<file path="config.mk">
export PLATFORM = sky130hd
export DESIGN_NAME = temperature_average_decimal_unit
export DESIGN_NICKNAME = d
export VERILOG_FILES = /design/src/rtl/tad_pkg.sv /design/src/rtl/tad_bcd.sv /design/src/rtl/temperature_average_decimal_unit.sv
export SDC_FILE = /design/constraint.sdc
export NUM_CORES = 1
export LEC_CHECK = 0
export BUFFER_PORTS_ARGS = -buffer_cell sky130_fd_sc_hd__buf_2
export CAP_MARGIN = 30
export CORE_MARGIN = 2
export CORE_UTILIZATION = 34
export CTS_CLUSTER_SIZE = 10
export DETAILED_ROUTE_END_ITERATION = 7
export SYNTH_ARGS = -nofsm -noshare
export SYNTH_HDL_FRONTEND = slang
export SYNTH_SLANG_ARGS = --single-unit
</file>
<file path="constraint.sdc">
create_clock -name aclk -period 9.7 [get_ports aclk]
set_input_delay 0.97 -clock aclk [delete_from_list [all_inputs] [get_ports aclk]]
set_output_delay 0.97 -clock aclk [all_outputs]
set_load 0.05 [all_outputs]
</file>
<file path="src/rtl/tad_pkg.sv">
// Shared constants, register codes and state type for the temperature average unit.
package tad_pkg;

    localparam int ADC_BITS      = 12;
    localparam int FRACTION_BITS = 16;
    localparam int DIGITS        = 6;

    localparam int WHOLE_BITS    = 7;
    localparam int AVG_BITS      = FRACTION_BITS + WHOLE_BITS;
    localparam int COUNT_BITS    = 7;
    localparam int SCALE_BITS    = 16;
    localparam int DIGIT_FIELDS  = 6;
    localparam int DIGIT_BITS    = 4;
    localparam int DIV_BITS      = COUNT_BITS + 1;

    localparam int MUL_STEPS = (ADC_BITS > COUNT_BITS) ? ADC_BITS : COUNT_BITS;
    localparam int PROD_A    = ADC_BITS + SCALE_BITS;
    localparam int PROD_B    = AVG_BITS + COUNT_BITS;
    localparam int NUM_BITS  = ((PROD_A > PROD_B) ? PROD_A : PROD_B) + 1;
    localparam int STEP_BITS = $clog2((MUL_STEPS > NUM_BITS) ? MUL_STEPS : NUM_BITS);

    localparam int CFG_DATA_BITS = (AVG_BITS > SCALE_BITS) ? AVG_BITS : SCALE_BITS;
    localparam int CFG_INDEX_BITS = 2;

    localparam int IN_FIELD_BITS = 12;
    localparam int IN_TDATA_BITS = ((IN_FIELD_BITS + 7) / 8) * 8;
    localparam int OUT_BITS      = AVG_BITS + WHOLE_BITS + DIGIT_FIELDS * DIGIT_BITS;
    localparam int OUT_TDATA_BITS = ((OUT_BITS + 7) / 8) * 8;

    localparam logic [SCALE_BITS-1:0] SCALE_RESET    = SCALE_BITS'(1920);
    localparam logic [AVG_BITS-1:0]   INIT_AVG_RESET = AVG_BITS'(20) << FRACTION_BITS;
    localparam logic [COUNT_BITS-1:0] WRAP_RESET     = COUNT_BITS'(100);
    localparam logic [COUNT_BITS-1:0] RESTART_RESET  = COUNT_BITS'(10);
    localparam logic [COUNT_BITS-1:0] COUNT_RESET    = COUNT_BITS'(1);

    typedef enum logic [CFG_INDEX_BITS-1:0] {
        REG_SCALE    = 2'd0,
        REG_INIT_AVG = 2'd1,
        REG_WRAP     = 2'd2,
        REG_RESTART  = 2'd3
    } tad_reg_t;

    typedef enum logic [2:0] {
        ST_IDLE,
        ST_MUL,
        ST_DIV,
        ST_SAT,
        ST_BCD,
        ST_HOLD
    } tad_state_t;

endpackage

</file>
<file path="src/rtl/tad_bcd.sv">
// Bit-serial binary to decimal converter (shift and add three) for the whole degrees.
module tad_bcd #(
    parameter int DIGITS = tad_pkg::DIGITS
) (
    input  logic                                                aclk,
    input  logic                                                aresetn,
    input  logic                                                start,
    input  logic [tad_pkg::WHOLE_BITS-1:0]                      value,
    output logic                                                done,
    output logic [tad_pkg::DIGIT_FIELDS*tad_pkg::DIGIT_BITS-1:0] digits
);
    import tad_pkg::*;

    localparam int LIVE = (DIGITS < DIGIT_FIELDS) ? DIGITS : DIGIT_FIELDS;
    localparam int W    = DIGIT_FIELDS * DIGIT_BITS;
    localparam int SB   = (WHOLE_BITS > 1) ? $clog2(WHOLE_BITS) : 1;

    logic [WHOLE_BITS-1:0] val_reg, val_next;
    logic [W-1:0]          bcd_reg, bcd_next;
    logic [SB-1:0]         step_reg, step_next;
    logic                  busy_reg, busy_next;
    logic                  done_reg, done_next;
    logic [W-1:0]          adj;
    logic [W-1:0]          shifted;

    always_comb begin
        adj = bcd_reg;
        for (int d = 0; d < DIGIT_FIELDS; d++) begin
            if (d < LIVE && adj[d*DIGIT_BITS +: DIGIT_BITS] >= DIGIT_BITS'(5)) begin
                adj[d*DIGIT_BITS +: DIGIT_BITS] = adj[d*DIGIT_BITS +: DIGIT_BITS] + DIGIT_BITS'(3);
            end
        end
        shifted = {adj[W-2:0], val_reg[WHOLE_BITS-1]};
        for (int d = 0; d < DIGIT_FIELDS; d++) begin
            if (d >= LIVE) begin
                shifted[d*DIGIT_BITS +: DIGIT_BITS] = '0;
            end
        end
    end

    always_comb begin
        val_next  = val_reg;
        bcd_next  = bcd_reg;
        step_next = step_reg;
        busy_next = busy_reg;
        done_next = 1'b0;
        if (start) begin
            val_next  = value;
            bcd_next  = '0;
            step_next = SB'(WHOLE_BITS - 1);
            busy_next = 1'b1;
        end else if (busy_reg) begin
            val_next = {val_reg[WHOLE_BITS-2:0], 1'b0};
            bcd_next = shifted;
            if (step_reg == '0) begin
                busy_next = 1'b0;
                done_next = 1'b1;
            end else begin
                step_next = step_reg - SB'(1);
            end
        end
    end

    always_ff @(posedge aclk) begin
        if (!aresetn) begin
            busy_reg <= 1'b0;
            done_reg <= 1'b0;
        end else begin
            busy_reg <= busy_next;
            done_reg <= done_next;
        end
        val_reg  <= val_next;
        bcd_reg  <= bcd_next;
        step_reg <= step_next;
    end

    assign done   = done_reg;
    assign digits = bcd_reg;

endmodule

</file>
<file path="src/rtl/temperature_average_decimal_unit.sv">
// Top level of the temperature averaging unit with decimal digit output.
//
// Requests enter on the s_axis channel: s_axis_tdata[11:0] is the raw ADC sample.
// Results leave on the m_axis channel, one per request, packed from bit 0 up as
// average (23 bits, 16 fraction bits), whole degrees (7), then six decimal digits
// of 4 bits each, ones first. Registers are written on the cfg channel (index 0
// scale, 1 initial average, 2 count wrap value, 3 count restart value); cfg_ready
// is always high. Writing the initial average restarts averaging from that value.
// Write registers only while no request is in flight.
//
// Each request passes from acceptance to m_axis_tvalid through bit-serial multiply,
// restoring division one quotient bit a cycle, a saturate step, serial decimal
// conversion and an output load. A new request is taken only once the last one
// has been loaded into the result register, so requests never overlap in the arithmetic.
// The result register lets a new request start while the last result still waits;
// a stalled receiver holds the next result until the register frees.
// Reset clears the channels and loads the average with 20.0 and the count with 1.
module temperature_average_decimal_unit #(
    parameter int DIGITS = tad_pkg::DIGITS
) (
    input  logic                                aclk,
    input  logic                                aresetn,
    input  logic                                s_axis_tvalid,
    output logic                                s_axis_tready,
    input  logic [tad_pkg::IN_TDATA_BITS-1:0]   s_axis_tdata,   // adc_sample
    output logic                                m_axis_tvalid,
    input  logic                                m_axis_tready,
    // average_fixed, whole_degrees, digit_units, digit_tens, digit_hundreds,
    // digit_thousands, digit_ten_thousands, digit_hundred_thousands
    output logic [tad_pkg::OUT_TDATA_BITS-1:0]  m_axis_tdata,
    input  logic                                cfg_valid,
    output logic                                cfg_ready,
    input  logic [tad_pkg::CFG_INDEX_BITS-1:0]  cfg_index,
    input  logic [tad_pkg::CFG_DATA_BITS-1:0]   cfg_data
);
    import tad_pkg::*;

    localparam int DW = DIGIT_FIELDS * DIGIT_BITS;

    tad_state_t               state_reg, state_next;
    logic [SCALE_BITS-1:0]    scale_reg;
    logic [COUNT_BITS-1:0]    wrap_reg, restart_reg;
    logic [AVG_BITS-1:0]      avg_reg;
    logic [COUNT_BITS-1:0]    count_reg;
    logic [STEP_BITS-1:0]     step_reg;
    logic [MUL_STEPS-1:0]     sample_sh_reg, cnt_sh_reg;
    logic [NUM_BITS-1:0]      acc_reg;
    logic [COUNT_BITS-1:0]    rem_reg;
    logic                     out_valid_reg;
    logic [OUT_TDATA_BITS-1:0] out_data_reg;

    logic                     s_accept, cfg_accept;
    logic                     step_zero;
    logic [NUM_BITS-1:0]      mul_sum;
    logic [DIV_BITS-1:0]      rem_shift, divisor, rem_diff;
    logic                     rem_ge;
    logic                     overflow;
    logic [AVG_BITS-1:0]      quot;
    logic [COUNT_BITS-1:0]    count_inc, count_new;
    logic                     bcd_start, bcd_done;
    logic [DW-1:0]            digits;
    logic                     out_free;
    logic                     out_load;

    assign s_accept   = s_axis_tvalid && s_axis_tready;
    assign cfg_ready  = 1'b1;
    assign cfg_accept = cfg_valid && cfg_ready;
    assign step_zero  = (step_reg == '0);
    assign out_free   = !out_valid_reg || m_axis_tready;

    assign mul_sum = {acc_reg[NUM_BITS-2:0], 1'b0}
                   + (sample_sh_reg[MUL_STEPS-1] ? NUM_BITS'(scale_reg) : '0)
                   + (cnt_sh_reg[MUL_STEPS-1]    ? NUM_BITS'(avg_reg)   : '0);

    assign rem_shift = {rem_reg, acc_reg[NUM_BITS-1]};
    assign divisor   = DIV_BITS'(count_reg) + DIV_BITS'(1);
    assign rem_ge    = (rem_shift >= divisor);
    assign rem_diff  = rem_shift - divisor;

    assign overflow  = |acc_reg[NUM_BITS-1:AVG_BITS];
    assign quot      = overflow ? '1 : acc_reg[AVG_BITS-1:0];
    assign count_inc = count_reg + COUNT_BITS'(1);
    assign count_new = (count_inc == wrap_reg) ? restart_reg : count_inc;

    always_comb begin
        state_next = state_reg;
        case (state_reg)
            ST_IDLE: if (s_accept)     state_next = ST_MUL;
            ST_MUL:  if (step_zero)    state_next = ST_DIV;
            ST_DIV:  if (step_zero)    state_next = ST_SAT;
            ST_SAT:                    state_next = ST_BCD;
            ST_BCD:  if (bcd_done)     state_next = ST_HOLD;
            ST_HOLD: if (out_free)     state_next = ST_IDLE;
            default:                   state_next = ST_IDLE;
        endcase
    end

    always_comb begin
        s_axis_tready = 1'b0;
        bcd_start     = 1'b0;
        out_load      = 1'b0;
        case (state_reg)
            ST_IDLE: s_axis_tready = 1'b1;
            ST_SAT:  bcd_start     = 1'b1;
            ST_HOLD: out_load      = out_free;
            default: ;
        endcase
    end

    always_ff @(posedge aclk) begin
        if (!aresetn) begin
            state_reg     <= ST_IDLE;
            scale_reg     <= SCALE_RESET;
            wrap_reg      <= WRAP_RESET;
            restart_reg   <= RESTART_RESET;
            avg_reg       <= INIT_AVG_RESET;
            count_reg     <= COUNT_RESET;
            out_valid_reg <= 1'b0;
        end else begin
            state_reg <= state_next;
            if (cfg_accept) begin
                case (cfg_index)
                    REG_SCALE:    scale_reg <= cfg_data[SCALE_BITS-1:0];
                    REG_INIT_AVG: begin
                        avg_reg   <= cfg_data[AVG_BITS-1:0];
                        count_reg <= COUNT_RESET;
                    end
                    REG_WRAP:     wrap_reg    <= cfg_data[COUNT_BITS-1:0];
                    REG_RESTART:  restart_reg <= cfg_data[COUNT_BITS-1:0];
                    default: ;
                endcase
            end else if (state_reg == ST_SAT) begin
                avg_reg   <= quot;
                count_reg <= count_new;
            end
            if (out_load) begin
                out_valid_reg <= 1'b1;
            end else if (m_axis_tready) begin
                out_valid_reg <= 1'b0;
            end
        end
    end

    always_ff @(posedge aclk) begin
        case (state_reg)
            ST_IDLE: begin
                sample_sh_reg <= MUL_STEPS'(s_axis_tdata[ADC_BITS-1:0]);
                cnt_sh_reg    <= MUL_STEPS'(count_reg);
                acc_reg       <= '0;
                rem_reg       <= '0;
                step_reg      <= STEP_BITS'(MUL_STEPS - 1);
            end
            ST_MUL: begin
                sample_sh_reg <= {sample_sh_reg[MUL_STEPS-2:0], 1'b0};
                cnt_sh_reg    <= {cnt_sh_reg[MUL_STEPS-2:0], 1'b0};
                acc_reg       <= mul_sum;
                step_reg      <= step_zero ? STEP_BITS'(NUM_BITS - 1) : step_reg - STEP_BITS'(1);
            end
            ST_DIV: begin
                acc_reg  <= {acc_reg[NUM_BITS-2:0], rem_ge};
                rem_reg  <= rem_ge ? rem_diff[COUNT_BITS-1:0] : rem_shift[COUNT_BITS-1:0];
                step_reg <= step_reg - STEP_BITS'(1);
            end
            default: ;
        endcase
        if (out_load) begin
            out_data_reg <= OUT_TDATA_BITS'({digits, avg_reg[AVG_BITS-1:FRACTION_BITS], avg_reg});
        end
    end

    tad_bcd #(
        .DIGITS (DIGITS)
    ) u_bcd (
        .aclk    (aclk),
        .aresetn (aresetn),
        .start   (bcd_start),
        .value   (quot[AVG_BITS-1:FRACTION_BITS]),
        .done    (bcd_done),
        .digits  (digits)
    );

    assign m_axis_tvalid = out_valid_reg;
    assign m_axis_tdata  = out_data_reg;

    a_accept_starts_mul: assert property (@(posedge aclk) disable iff (!aresetn)
        s_accept |=> state_reg == ST_MUL)
        else $error("accepted request did not start the multiply");

    a_rem_below_divisor: assert property (@(posedge aclk) disable iff (!aresetn)
        state_reg == ST_DIV |-> DIV_BITS'(rem_reg) < divisor)
        else $error("division remainder not below divisor");

    a_bcd_done_in_bcd: assert property (@(posedge aclk) disable iff (!aresetn)
        bcd_done |-> state_reg == ST_BCD)
        else $error("decimal conversion finished outside its state");

    a_load_needs_free: assert property (@(posedge aclk) disable iff (!aresetn)
        out_load |=> m_axis_tvalid)
        else $error("result load did not raise tvalid");

endmodule
</file>
# After elaboration in Yosys (flattened, before gate mapping)
# Cells that the tools add are included.
[op_classes]
addsub = 13
n_lt_le_gt_ge = 7
eq_ne = 15
muxes = 40
n_bitwise = 3
reduce_logical = 21
[op_table]
columns = ["operator", "count"]
rows = [
  ["23-bit two-way mux", 5],
  ["31-bit case mux with 3 select lines", 1],
  ["7-bit two-way mux", 7],
  ["12-bit case mux with 2 select lines", 2],
  ["31-bit by 16-bit adder with 31-bit output", 1],
  ["31-bit by 23-bit adder with 31-bit output", 1],
  ["4-bit by 3-bit >= comparator with 1-bit output (second input constant)", 6],
  ["4-bit by 2-bit adder with 4-bit output (second input constant)", 5],
  ["4-bit two-way mux", 5],
  ["3-bit two-way mux", 6],
  ["3-bit case mux with 6 select lines", 1],
  ["16-bit two-way mux", 1],
  ["5-bit case mux with 3 select lines", 1],
  ["7-bit case mux with 2 select lines", 1],
  ["2-bit AND reduction", 5],
  ["2-bit nonzero test", 5],
  ["1-bit two-way mux", 9],
  ["7-bit by 1-bit adder with 8-bit output (second input constant)", 1],
  ["8-bit >= comparator", 1],
  ["2-bit != test (second input constant)", 4],
  ["8-bit OR reduction", 1],
  ["7-bit by 1-bit adder with 7-bit output (second input constant)", 1],
  ["7-bit == test", 1],
  ["7-bit subtractor", 1],
  ["20 further kinds", 27],
]
[totals]
register_bits = 221
word_cells = 117

# Longest topological paths before layout
# Gate-level depths: netlist of run 1.
[logic_depth]
word_depth = 5
mapped_depth = 14
ltp_nobuf = 13

# By module
# From an unflattened synthesis of run 1, not the netlist that was laid out.
[hier_totals]
hier_cells = 1143
area_unflattened_um2 = 11399.7
[modules_own_cells]
columns = ["mod", "instances", "cells_each", "area_each_um2", "seq_area_each_um2"]
rows = [
  ["temperature_average_decimal_unit", 1, 926, 9449.1, 4704.5],
  ["tad_bcd", 1, 217, 1950.6, 790.8],
]

# Least setup slack after synthesis of run 1
# No wires, ideal clock.
[synth_timing]
kind = "input to register"
start = "in m_axis_tready"
end = "reg out_data_reg[0] (netlist: m_axis_tdata[0]), enable pin"
setup_time_ns = 0.452
t_arrival_ns = 3.000
setup_slack_ns = 6.248
path_stages = 2
path_cell_list = "nor2b_1 -> nor2_1"
[synth_via]
elab_chain_len = 2
[synth_lines]
columns = ["element", "line", "text"]
rows = [
  ["start: declaration", "temperature_average_decimal_unit.sv:27", "input logic m_axis_tready,"],
  ["1-bit logical OR", "temperature_average_decimal_unit.sv:69", "assign out_free = !out_valid_reg || m_axis_tready;"],
  ["1-bit two-way mux", "temperature_average_decimal_unit.sv:102", "case (state_reg)"],
  ["net out_load", "temperature_average_decimal_unit.sv:63", "logic out_load;"],
  ["end signal: assignment", "temperature_average_decimal_unit.sv:167", "out_data_reg <= OUT_TDATA_BITS'({digits, avg_reg[AVG_BITS-1:FRACTION_BITS], avg_reg});"],
  ["end: declaration", "temperature_average_decimal_unit.sv:50", "logic [OUT_TDATA_BITS-1:0] out_data_reg;"],
]
# The timed path passes the listed nets, and every way through them passes these cells.
# A chain may end at the register's enable or synchronous reset.

# Worst setup path after layout of run 1
[layout_timing]
start = "reg cnt_sh_reg[11]"
end = "reg acc_reg[25] (data pin)"
[layout_via]
elab_chain_len = 3
[layout_lines]
columns = ["element", "line", "text"]
rows = [
  ["start: declaration", "temperature_average_decimal_unit.sv:46", "logic [MUL_STEPS-1:0] sample_sh_reg, cnt_sh_reg;"],
  ["start signal: assignment", "temperature_average_decimal_unit.sv:148", "cnt_sh_reg <= MUL_STEPS'(count_reg);"],
  ["start signal: assignment", "temperature_average_decimal_unit.sv:155", "cnt_sh_reg <= {cnt_sh_reg[MUL_STEPS-2:0], 1'b0};"],
  ["23-bit two-way mux", "temperature_average_decimal_unit.sv:73", "+ (cnt_sh_reg[MUL_STEPS-1] ? NUM_BITS'(avg_reg) : '0);"],
  ["31-bit by 23-bit adder with 31-bit output", "temperature_average_decimal_unit.sv:73", ""],
  ["31-bit case mux with 3 select lines", "temperature_average_decimal_unit.sv:145", "case (state_reg)"],
  ["end signal: assignment", "temperature_average_decimal_unit.sv:156", "acc_reg <= mul_sum;"],
  ["end signal: assignment", "temperature_average_decimal_unit.sv:160", "acc_reg <= {acc_reg[NUM_BITS-2:0], rem_ge};"],
  ["end: declaration", "temperature_average_decimal_unit.sv:47", "logic [NUM_BITS-1:0] acc_reg;"],
]
# Every way passes these cells.

==> results of run 1 <==
## layout by cell type (no fill, tap or decap), types with 14 or more instances in the layout
| cell | instances |
|---|---|
| xnor2_1 | 23 |
| clkbuf_16 | 26 |
| nand2_1 | 215 |
| a21oi_1 | 98 |
| nor2_1 | 67 |
| inv_1 | 37 |
| clkbuf_1 | 15 |
| mux2i_1 | 21 |
| dfxtp_1 | 93 |
| nor3_1 | 14 |
| nand3_1 | 36 |
| ha_1 | 55 |
| fa_1 | 17 |
| edfxtp_1 | 121 |
| o21ai_0 | 88 |
| xor2_1 | 25 |
| and2_1 | 46 |
| o221ai_1 | 17 |
| buf_2 | 97 |
## logic make-up (layout without fill, tap and decap cells)
family,after synthesis,after routing,share of synthesized area
AOI/OAI and AO/OA,269,269,0.144
xor gates and xnor gates,49,49,0.0388
adders and majority gates,72,72,0.0914
buffers and inverters,109,193,0.0409
DFF,214,214,0.488
muxes,21,21,0.0187
other,2,3,0.000667
and+or+nand+nor,438,438,0.178
## worst register-to-register path, cell delays in order (launching register included)
cell and delay [ns]:
edfxtp_1 0.72, and2_1 0.33, fa_1 0.48, ha_1 0.17, inv_1 0.06, fa_1 0.42, nor2b_1 0.20, o211ai_1 0.13
a31oi_2 0.40, a21oi_1 0.18, o31a_1 0.36, o21ai_1 0.22, o21ai_0 0.10, a22o_1 0.21
## how the worst max path moves through the flow
stage / startpoint / cells past startpoint / to / slack [ns]
3_3_place_gp: cnt_sh_reg[11] / 13 / acc_reg[25] / 5.51
6_report: cnt_sh_reg[11] / 13 / acc_reg[25] / 5.47
5_1_grt: cnt_sh_reg[11] / 13 / acc_reg[25] / 5.11
2_1_floorplan: m_axis_tready / 2 / m_axis_tdata[0] / 6.25
3_5_place_dp: cnt_sh_reg[11] / 13 / acc_reg[25] / 5.46
4_1_cts: cnt_sh_reg[11] / 13 / acc_reg[25] / 5.44
## metal layers
| metal | up-vias | GRT usage | routed length [um] |
|---|---|---|---|
| li1 | 4238 | - | - |
| met1 | 4089 | 0.214 | 12600 |
| met2 | 229 | 0.268 | 12700 |
| met3 | 36 | 0.0241 | 1610 |
| met4 | 2 | 0.0365 | 494 |
| met5 | - | 0 | 12 |
## power breakdown
part / total [mW] / leakage [nW] / internal (mW) / switching [mW]
clock: 0.908 / 0.385 / 0.537 / 0.372
combinational: 0.177 / 2.83 / 0.0688 / 0.108
sequential: 1.02 / 2.05 / 0.992 / 0.0323
total: 2.11 / 5.26 / 1.60 / 0.512
## layout make-up
| type | count | area [um^2] | area share |
|---|---|---|---|
| Clock buffer | 46 | 776 | 0.0601 |
| Clock inverter | 2 | 21.3 | 0.00165 |
| Inverter | 37 | 139 | 0.0108 |
| Multi-Input combinational cell | 852 | 5340 | 0.414 |
| Sequential cell | 214 | 5500 | 0.426 |
| Tap cell | 442 | 553 | 0.0428 |
| Timing Repair Buffer | 108 | 588 | 0.0455 |
## through the flow
stage,cell area [um^2],util,power [mW]
2_1_floorplan,11300,-,1.16
3_3_place_gp,12100,0.371,1.21
3_5_place_dp,12100,0.372,1.22
4_1_cts,12900,0.397,2.13
5_1_grt,12900,0.397,2.20
6_report,12900,0.397,2.11
==> out/metrics.yaml, run 1 <==
grt:
  grt_overflow: 0
  grt_max_degree: 48
  track_usage: 0.159
  antenna_found_initial: 1
  grt_pass1_vias: 8323
  grt_first_pass_wirelength_um: 43800
finish:
  largest_reg_flops: 47
  final_cells: 1701
  diodes: 0
  drive_gt1_frac: 0.129
  fillers: 3240
  syn2layout_area_growth_pct: 14.7
  nets: 1357
floorplanning:
  die_w_um: 186
  ios: 105
  rows: 66
  dieArea_um2: 34600
  initial_core_util: 0.346
  core_area_um2: 32500
  die_y_um: 186
drt:
  firstDrtPassIters: 5
  remaining_drc_errors: 0
  drt_iter0_drc: 563
  wl_um: 27400
  vias: 8594
  wl_per_cell_um: 16.1
  via_per_inst: 5.05
  drtAntennaViolNets: 0
worst_setup_path:
  r2r_start: "cnt_sh_reg[11]"
  start_kind: "flop"
  path_common_cell: "fa_1"
  r2r_end: "acc_reg[25]"
  r2r_setup_slack_ns: 5.47
  cp_top_family: "compound AO/OA/AOI/OAI gates"
  crit_chain: "and2_1 -> fa_1 -> ha_1 -> inv_1 -> fa_1 -> nor2b_1 -> o211ai_1 -> a31oi_2 -> a21oi_1 -> o31a_1 -> o21ai_1 -> o21ai_0 -> a22o_1"
  slowest_delay_ns: 0.72
  crit_type: "reg2reg"
  end_kind: "flop"
  arrival_ns: 4.53
  crit_fanout: 23
  worst-path-buf-inv: 1
  r2r_cells: 13
  cp_slowest_cell: "edfxtp_1"
  required_ns: 9.99
synthesis:
  yosysMostFrequentCell: "nand2_1"
  synth_area_leaders: "edfxtp_1 32%, dfxtp_1 17%, nand2_1 7.2%"
  synth-seq-area-share: 0.488
  synth-edff-count: 121
  syn_inst: 1174
  synthTopCellsByCount: "215 x nand2_1, 121 x edfxtp_1, 99 x a21oi_1"
  yosysWarnings: 0
  yosys.area.top_type: "edfxtp_1"
  synth_ff_type: "edfxtp_1"
  synth_cell_types: 62
  avgSynthCellArea_um2: 9.59
  netlist_area_um2: 11300
  netlist.area_leader.share: 0.323
  async_flop_share: 0
  ys_ff_latch: 214
timing:
  holdWs_ns: 0.449
  worstMarginPinSlew_ns: 0.973
  setup_viol_count_final: 0
  period_minus_slack_ns: 4.23
  maxSlewViolCount: 0
  rsz0062_at_grt: "no"
  slew_headroom: 0.351
  fin_crit_sh: 0.436
  clock.fmax_mhz: 236
  finalSetupTns_ns: 0
  hold_viol_final: 0
  finalClockSkew_ns: 0.0267
  setup_slack_ns: 5.47
cts:
  holdBufCountCts: 0
  cts.sinks: 214
  cts_buffers: 26
  cts_buffer_depth: 3
  insertion_delay_ns: 0.54
  clockRootBuffer: "clkbuf_16"
  cts_tree: "built"
  cts.clk_slew.worst_paths_ns: 0.06
  cts_resized: 0
  cts.htree.levels: 1
  cts_setup_buffers: 0
placed_design:
  hpwl_um: 18700
  place_inst: 1653
  post-place-ws_ns: 5.46
  portBuffers: 97
  gp_congestion: 0.822
run_status:
  status: "completed"
run:
  max-cap-violations: 0
power:
  powerDensity_nw_per_um2: 163
  vdd_drop_max_v: 0.000121
  p_leak_nw: 5.26
hold_path:
  hp-class: "reg2reg"
  holdPathEnd: "scale_reg[15]"
  hold_depth: 2
  hold_start: "scale_reg[15]"
No activity file was read; power rests on OpenSTA's default activity.
==> inputs of run 2 (changes only) <==
Settings changed: ABC_AREA set to 1.
Clock period 9.7 ns to 4.1 ns, I/O delays scaled along.
==> run 2 against run 1 <==
Compared with the run above:
- flip-flop and latch count unchanged
- critical path depth grew 3
- clock skew fell by 0.012 ns
- sequential share of layout area down 1.4 points
- die area rose by 2.9%
- utilization grew 0.097 points
- critical endpoint is now acc_reg[27]
- highest routed layer is now met4
==> out/metrics.yaml, run 2 <==
grt:
  track_usage: 0.166  # +0.00742
  grt_overflow: 0  # unchanged
  grt_first_pass_wirelength_um: 48000  # +9.6%
  grt_pass1_vias: 9314  # +12%
  antenna_found_initial: 0  # -1
  grt_max_degree: 57  # +19%
cts:
  cts.clk_slew.worst_paths_ns: 0.05  # about the same
  cts.htree.levels: 1  # unchanged
  insertion_delay_ns: 0.53  # about the same
  cts_setup_buffers: 0  # unchanged
  cts.sinks: 214  # unchanged
  cts_resized: 0  # unchanged
  holdBufCountCts: 0  # unchanged
  cts_tree: "built"
  cts_buffers: 27  # +3.8%
  cts_buffer_depth: 3  # unchanged
  clockRootBuffer: "clkbuf_16"
timing:
  slew_headroom: 0.369  # +0.0180
  period_minus_slack_ns: 3.33  # -0.899 ns
  setup_viol_count_final: 0  # unchanged
  clock.fmax_mhz: 300  # +27%
  finalSetupTns_ns: 0  # unchanged
  setup_slack_ns: 0.766  # -4.70 ns
  maxSlewViolCount: 0  # unchanged
  worstMarginPinSlew_ns: 0.940  # -0.0327 ns
  finalClockSkew_ns: 0.0147  # -0.0120 ns
  hold_viol_final: 0  # unchanged
  rsz0062_at_grt: "no"
  fin_crit_sh: 0.813  # +0.377
synthesis:
  synth_cell_types: 51  # -18%
  synth_ff_type: "edfxtp_1"
  syn_inst: 1381  # +18%
  yosys.area.top_type: "edfxtp_1"
  synth-edff-count: 121  # unchanged
  netlist_area_um2: 11600  # +2.9%
  synth_area_leaders: "edfxtp_1 31%, dfxtp_1 16%, nand2_1 10%"
  yosysMostFrequentCell: "nand2_1"
  avgSynthCellArea_um2: 8.39  # -13%
  async_flop_share: 0  # unchanged
  synthTopCellsByCount: "320 x nand2_1, 175 x inv_1, 121 x edfxtp_1"
  netlist.area_leader.share: 0.314  # -0.00917
  yosysWarnings: 0  # unchanged
  synth-seq-area-share: 0.474  # -0.0139
  ys_ff_latch: 214  # unchanged
placed_design:
  hpwl_um: 22000  # +17%
  post-place-ws_ns: 0.786  # -4.67 ns
  portBuffers: 97  # unchanged
  gp_congestion: 0.957  # +16%
  placed_area_um2: 12500  # +3.4%
floorplanning:
  initial_core_util: 0.345  # -0.000461
  die_w_um: 189  # +1.4%
  rows: 67  # +1.5%
  ios: 105  # unchanged
  dieArea_um2: 35600  # +2.9%
  core_area_um2: 33500  # +3.1%
  die_y_um: 189  # +1.4%
power:
  vdd_drop_max_v: 0.000441  # +260%
  power_frac_seq: 0.391  # -0.095
  clkPwrFrac: 0.247  # -0.184
  powerDensity_nw_per_um2: 659  # +300%
  p_switching_mw: 3.48  # +580%
  p_sw_frac: 0.395  # +0.153
  internal-power_mw: 5.32  # +230%
  p_leak_nw: 6.04  # +15%
  pwr-share-comb: 0.361  # +0.277
run_status:
  status: "completed"
drt:
  via_per_inst: 4.95  # -1.9%
  remaining_drc_errors: 0  # unchanged
  firstDrtPassIters: 5  # unchanged
  wl_per_cell_um: 15.2  # -5.7%
  vias: 9602  # +12%
  drt_iter0_drc: 650  # +15%
  wl_um: 29500  # +7.4%
  drtAntennaViolNets: 0  # unchanged
worst_setup_path:
  slowest_delay_ns: 0.53  # -0.19 ns
  start_kind: "flop"
  arrival_ns: 3.60  # -0.93 ns
  crit_fanout: 14  # -39%
  cp_slowest_cell: "fa_1"
  crit_chain: "buf_4 -> nand2_1 -> inv_1 -> fa_1 -> inv_1 -> fa_1 -> o21ai_1 -> nand2_1 -> nand2_1 -> nand2_1 -> nand2_1 -> nand2_1 -> nand3_1 -> nand2_1 -> nand3_1 -> nand2_1"
  end_kind: "flop"
  path_common_cell: "nand2_1"
  required_ns: 4.37  # -5.62 ns
  crit_type: "reg2reg"
finish:
  syn2layout_area_growth_pct: 15.2
  final_cell_mix: "320 x nand2_1, 175 x inv_1, 121 x edfxtp_1, 104 x nor2_1, 102 x a21oi_1"
  nets: 1588  # +17%
  fillers: 3432  # +5.9%
  final_common_cell: "nand2_1"
  drive_gt1_frac: 0.120  # -0.00913
  stdcell_area_um2: 13300  # +3.3%
  largest_reg_flops: 47  # unchanged
run:
  max-cap-violations: 0  # unchanged
hold_path:
  hp-class: "in2reg"
[run 2: cell types whose count changed in the layout (fill, tap and decap cells not counted), sizes merged, moves of 17 or more]
cell,delta
inv,+145
nand2,+112
and2,-47
nor2,+42
nand3,+39
o21ai,+29
o22ai,+29
mux2i,-21
xor2,-18
o221ai,-17
xnor2,-17
[run 2: final timing paths]
check	endpoint	cells after the start	slack, ns	startpoint
setup reg to reg	acc_reg[27]	16	0.77	sample_sh_reg[11]
hold / removal	scale_reg[8]	3	0.12	cfg_data[8]
setup / recovery	acc_reg[27]	16	0.77	sample_sh_reg[11]
hold reg to reg	m_axis_tdata[53]	0	0.43	u_bcd.digits[23]
[run 2: critical path, delay by kind of cell, from the launching register on]
kind / cells / cell delay (ns)
fa+ha+maj: 2 / 1.03
simple gates: 10 / 0.91
flops: 1 / 0.44
buf+inv: 3 / 0.35
compound gates: 1 / 0.33
[run 2: stage by stage]
stage / util / total power [mW] / cells / hold slack (ns)
after floorplan: - / 5.71 / 1382 / 0.408
after global placement: 0.373 / 6.57 / 1888 / 0.414
after detailed placement: 0.374 / 6.67 / 1889 / 0.414
after CTS: 0.398 / 8.87 / 1937 / 0.103
after global routing: 0.398 / 9.44 / 1937 / 0.113
final: 0.398 / 8.80 / 1938 / 0.123
[run 2: cell type report]
cell class              instances  area [um^2]  area share
diodes                          1         2.50    0.000188
clock buffers                  43          777      0.0582
clock inverters                 5         31.3     0.00234
inverters                     181          679      0.0509
multi-input cells             937         5190       0.389
flip-flops and latches        214         5500       0.412
well taps                     448          561      0.0420
repair buffers                109          601      0.0450
[run 2: power by group through the flow]
stage / Sequential [mW] / Clock (mW) / Combinational (mW)
floorplan: 3.50 / 0 / 2.21
global placement: 3.48 / 0 / 3.09
detailed placement: 3.49 / 0 / 3.19
CTS: 3.44 / 2.23 / 3.20
global route: 3.52 / 2.31 / 3.61
finish: 3.44 / 2.17 / 3.18
[run 2: kinds of logic after synthesis]
kind of cell,count (synthesis),synth area share
AND/OR/NAND/NOR,551,0.204
AO/OA/AOI/OAI,297,0.142
buffers and inverters,231,0.0791
flip-flops,214,0.474
adder cells (fa/ha/maj),72,0.0888
XOR/XNOR,14,0.0106
other,2,0.000648
[run 2: metal layers]
| metal | global-route usage | vias to the layer above | routed length [um] |
|---|---|---|---|
| met1 | 0.228 | 4487 | 13900 |
| met3 | 0.0231 | 53 | 1500 |
| met4 | 0.0700 | 0 | 1080 |
| li1 | - | 4800 | - |
| met2 | 0.263 | 262 | 13000 |
| met5 | 0 | - | 0 |
==> inputs of run 3 (changes only) <==
Clock period 4.1 ns to 3.3 ns, I/O delays scaled along.
==> run 3 against run 2 <==
Compared with the run above:
- critical path depth did not move
- sequential share of layout area is 0.36 points lower
- global-route usage grew 0.18 points
- routed wire length grew 0.88%
- register-to-register slack got worse by 0.56 ns
- cell count rose by 0.62%
- design area up 0.89%
- worst hold slack lost 0.10 ns
- via count grew 0.27%
- clock skew grew 0.0068 ns
- largest power group unchanged
==> out/metrics.yaml, run 3 (synthesis gave the netlist of run 2 again) <==
finish:
  fillers: 3380  # -1.5%
  fin_util: 0.401  # +0.00355
  regArea_um2: 5500  # unchanged
  diodes: 0  # -1
  final_cell_mix: "319 x nand2_1, 175 x inv_1, 121 x edfxtp_1, 103 x nor2_1, 101 x a21oi_1"
  syn2layout_area_growth_pct: 16.2
  nets: 1600  # +0.76%
  drive_gt1_frac: 0.130  # +0.0109
  final_common_cell: "nand2_1"
  final_cells: 1950  # +0.62%
  multiInputGateArea_um2: 5220  # +0.43%
  largest_reg_flops: 47  # unchanged
power:
  powerDensity_nw_per_um2: 819  # +24%
  p_leak_nw: 6.10  # +1.0%
  p_total_mw: 11.0  # +25%
  vdd_drop_max_v: 0.000427  # -3.3%
worst_setup_path:
  worstSetupPathDepth: 16  # unchanged
  arrival_ns: 3.37  # -0.23 ns
  cp_slowest_cell: "fa_1"
  crit_fanout: 13  # -1
  path_common_cell: "nand2_1"
  end_kind: "flop"
  crit_type: "reg2reg"
  cp_top_family: "simple AND/OR/NAND/NOR gates"
  start_kind: "flop"
  worst-path-buf-inv: 3  # unchanged
  crit_chain: "buf_4 -> nand2_1 -> inv_1 -> fa_1 -> ha_1 -> buf_4 -> a21oi_1 -> nand2_1 -> nand2_1 -> nand2_1 -> nand2_1 -> nand2_1 -> nand2_1 -> nand2_1 -> nor2_1 -> o22ai_1"
  r2r_cells: 16  # unchanged
  slowest_delay_ns: 0.46  # -0.07 ns
  required_ns: 3.58  # -0.79 ns
timing:
  setup_viol_count_final: 0  # unchanged
  clock.fmax_mhz: 323  # +7.7%
  maxSlewViolCount: 0  # unchanged
  slew_headroom: 0.456  # +0.0868
  finalClockSkew_ns: 0.0215  # +0.00677 ns
  worstMarginPinSlew_ns: 0.816  # -0.124 ns
  period_minus_slack_ns: 3.10  # -0.237 ns
  hold_viol_final: 0  # unchanged
  fin_crit_sh: 0.938  # +0.125
drt:
  via_per_inst: 4.94  # -0.35%
  wl_per_cell_um: 15.2  # +0.26%
  vias: 9628  # +0.27%
  firstDrtPassIters: 5  # unchanged
  drt_iter0_drc: 633  # -2.6%
  remaining_drc_errors: 0  # unchanged
  wl_um: 29700  # +0.88%
  drtAntennaViolNets: 0  # unchanged
floorplanning:
  initial_core_util: 0.345  # unchanged
  die_w_um: 189  # unchanged
  rows: 67  # unchanged
  dieArea_um2: 35600  # unchanged
  core_area_um2: 33500  # unchanged
  die_y_um: 189  # unchanged
  ios: 105  # unchanged
cts:
  cts.htree.levels: 1  # unchanged
  cts_buffers: 27  # unchanged
  clockRootBuffer: "clkbuf_16"
  cts_tree: "built"
  cts.sinks: 214  # unchanged
  holdBufCountCts: 0  # unchanged
  cts.clk_slew.worst_paths_ns: 0.06  # about the same
  insertion_delay_ns: 0.55  # +0.02 ns
  cts_buffer_depth: 3  # unchanged
  cts_setup_buffers: 0  # unchanged
run:
  max-cap-violations: 0  # unchanged
grt:
  grt_overflow: 0  # unchanged
  track_usage: 0.168  # +0.00179
  grt_pass1_vias: 9336  # +0.24%
  grt_max_degree: 49  # -14%
  grt_first_pass_wirelength_um: 48600  # +1.1%
  antenna_found_initial: 0  # unchanged
placed_design:
  hpwl_um: 22500  # +2.4%
  gp_congestion: 0.930  # -2.7%
  portBuffers: 97  # unchanged
  place_inst: 1901  # +0.64%
run_status:
  status: "completed"
hold_path:
  hp-class: "in2reg"
  hold_depth: 3  # unchanged
run 3: repair_timing:
item / 4_1_cts / 5_1_grt
endpoints found under the hold margin: 0 / 0
endpoints found under the setup margin: 0 / 9
resized for setup: 0 / 8
run 3: per-stage QoR:
stage	hold slack (ns)	TNS, ns	area (um^2)	worst slack [ns]
2_1_floorplan	0.408	0	11600	0.199
3_3_place_gp	0.416	0	12600	0.125
3_5_place_dp	0.419	0	12600	0.0856
4_1_cts	0.00897	0	13400	0.0465
5_1_grt	0.0329	-0.0180	13500	-0.0180
6_report	0.0226	0	13500	0.203
run 3: final cells by class:
cell class | instances | area share
clock buffer | 45 | 0.0582
multi-input combinational | 937 | 0.388
timing repair buffer | 121 | 0.0509
inverter | 181 | 0.0505
tap | 448 | 0.0416
sequential | 214 | 0.408
clock inverter | 4 | 0.00288
run 3: path summary, 6_finish.rpt:
kind / startpoint / endpoint / slack, ns
max: sample_sh_reg[11] / acc_reg[18] / 0.20
min: cfg_data[10] / scale_reg[10] / 0.02
max reg2reg: sample_sh_reg[11] / acc_reg[18] / 0.20
min reg2reg: u_bcd.digits[23] / m_axis_tdata[53] / 0.43
run 3: where the power goes:
part           internal, mW  leakage (nW)  switching, mW
logic                  1.25          3.73           2.75
clock network          1.62         0.400           1.12
registers              3.79          1.97          0.491
run 3: per-layer routing:
layer / share of wire / vias up / track usage
met5: 0 / - / 0
met4: 0.028 / 0 / 0.0544
met3: 0.052 / 50 / 0.0237
met2: 0.45 / 257 / 0.273
met1: 0.47 / 4492 / 0.231
li1: - / 4829 / -
run 3: worst reg2reg max path: stages (launching register included):
cell      delay (ns)
edfxtp_1        0.42
buf_4           0.22
nand2_1         0.08
inv_1           0.05
fa_1            0.46
ha_1            0.32
buf_4           0.15
a21oi_1         0.16
nand2_1         0.14
nand2_1         0.09
nand2_1         0.12
nand2_1         0.09
nand2_1         0.13
nand2_1         0.09
nand2_1         0.09
nor2_1          0.11
o22ai_1         0.08
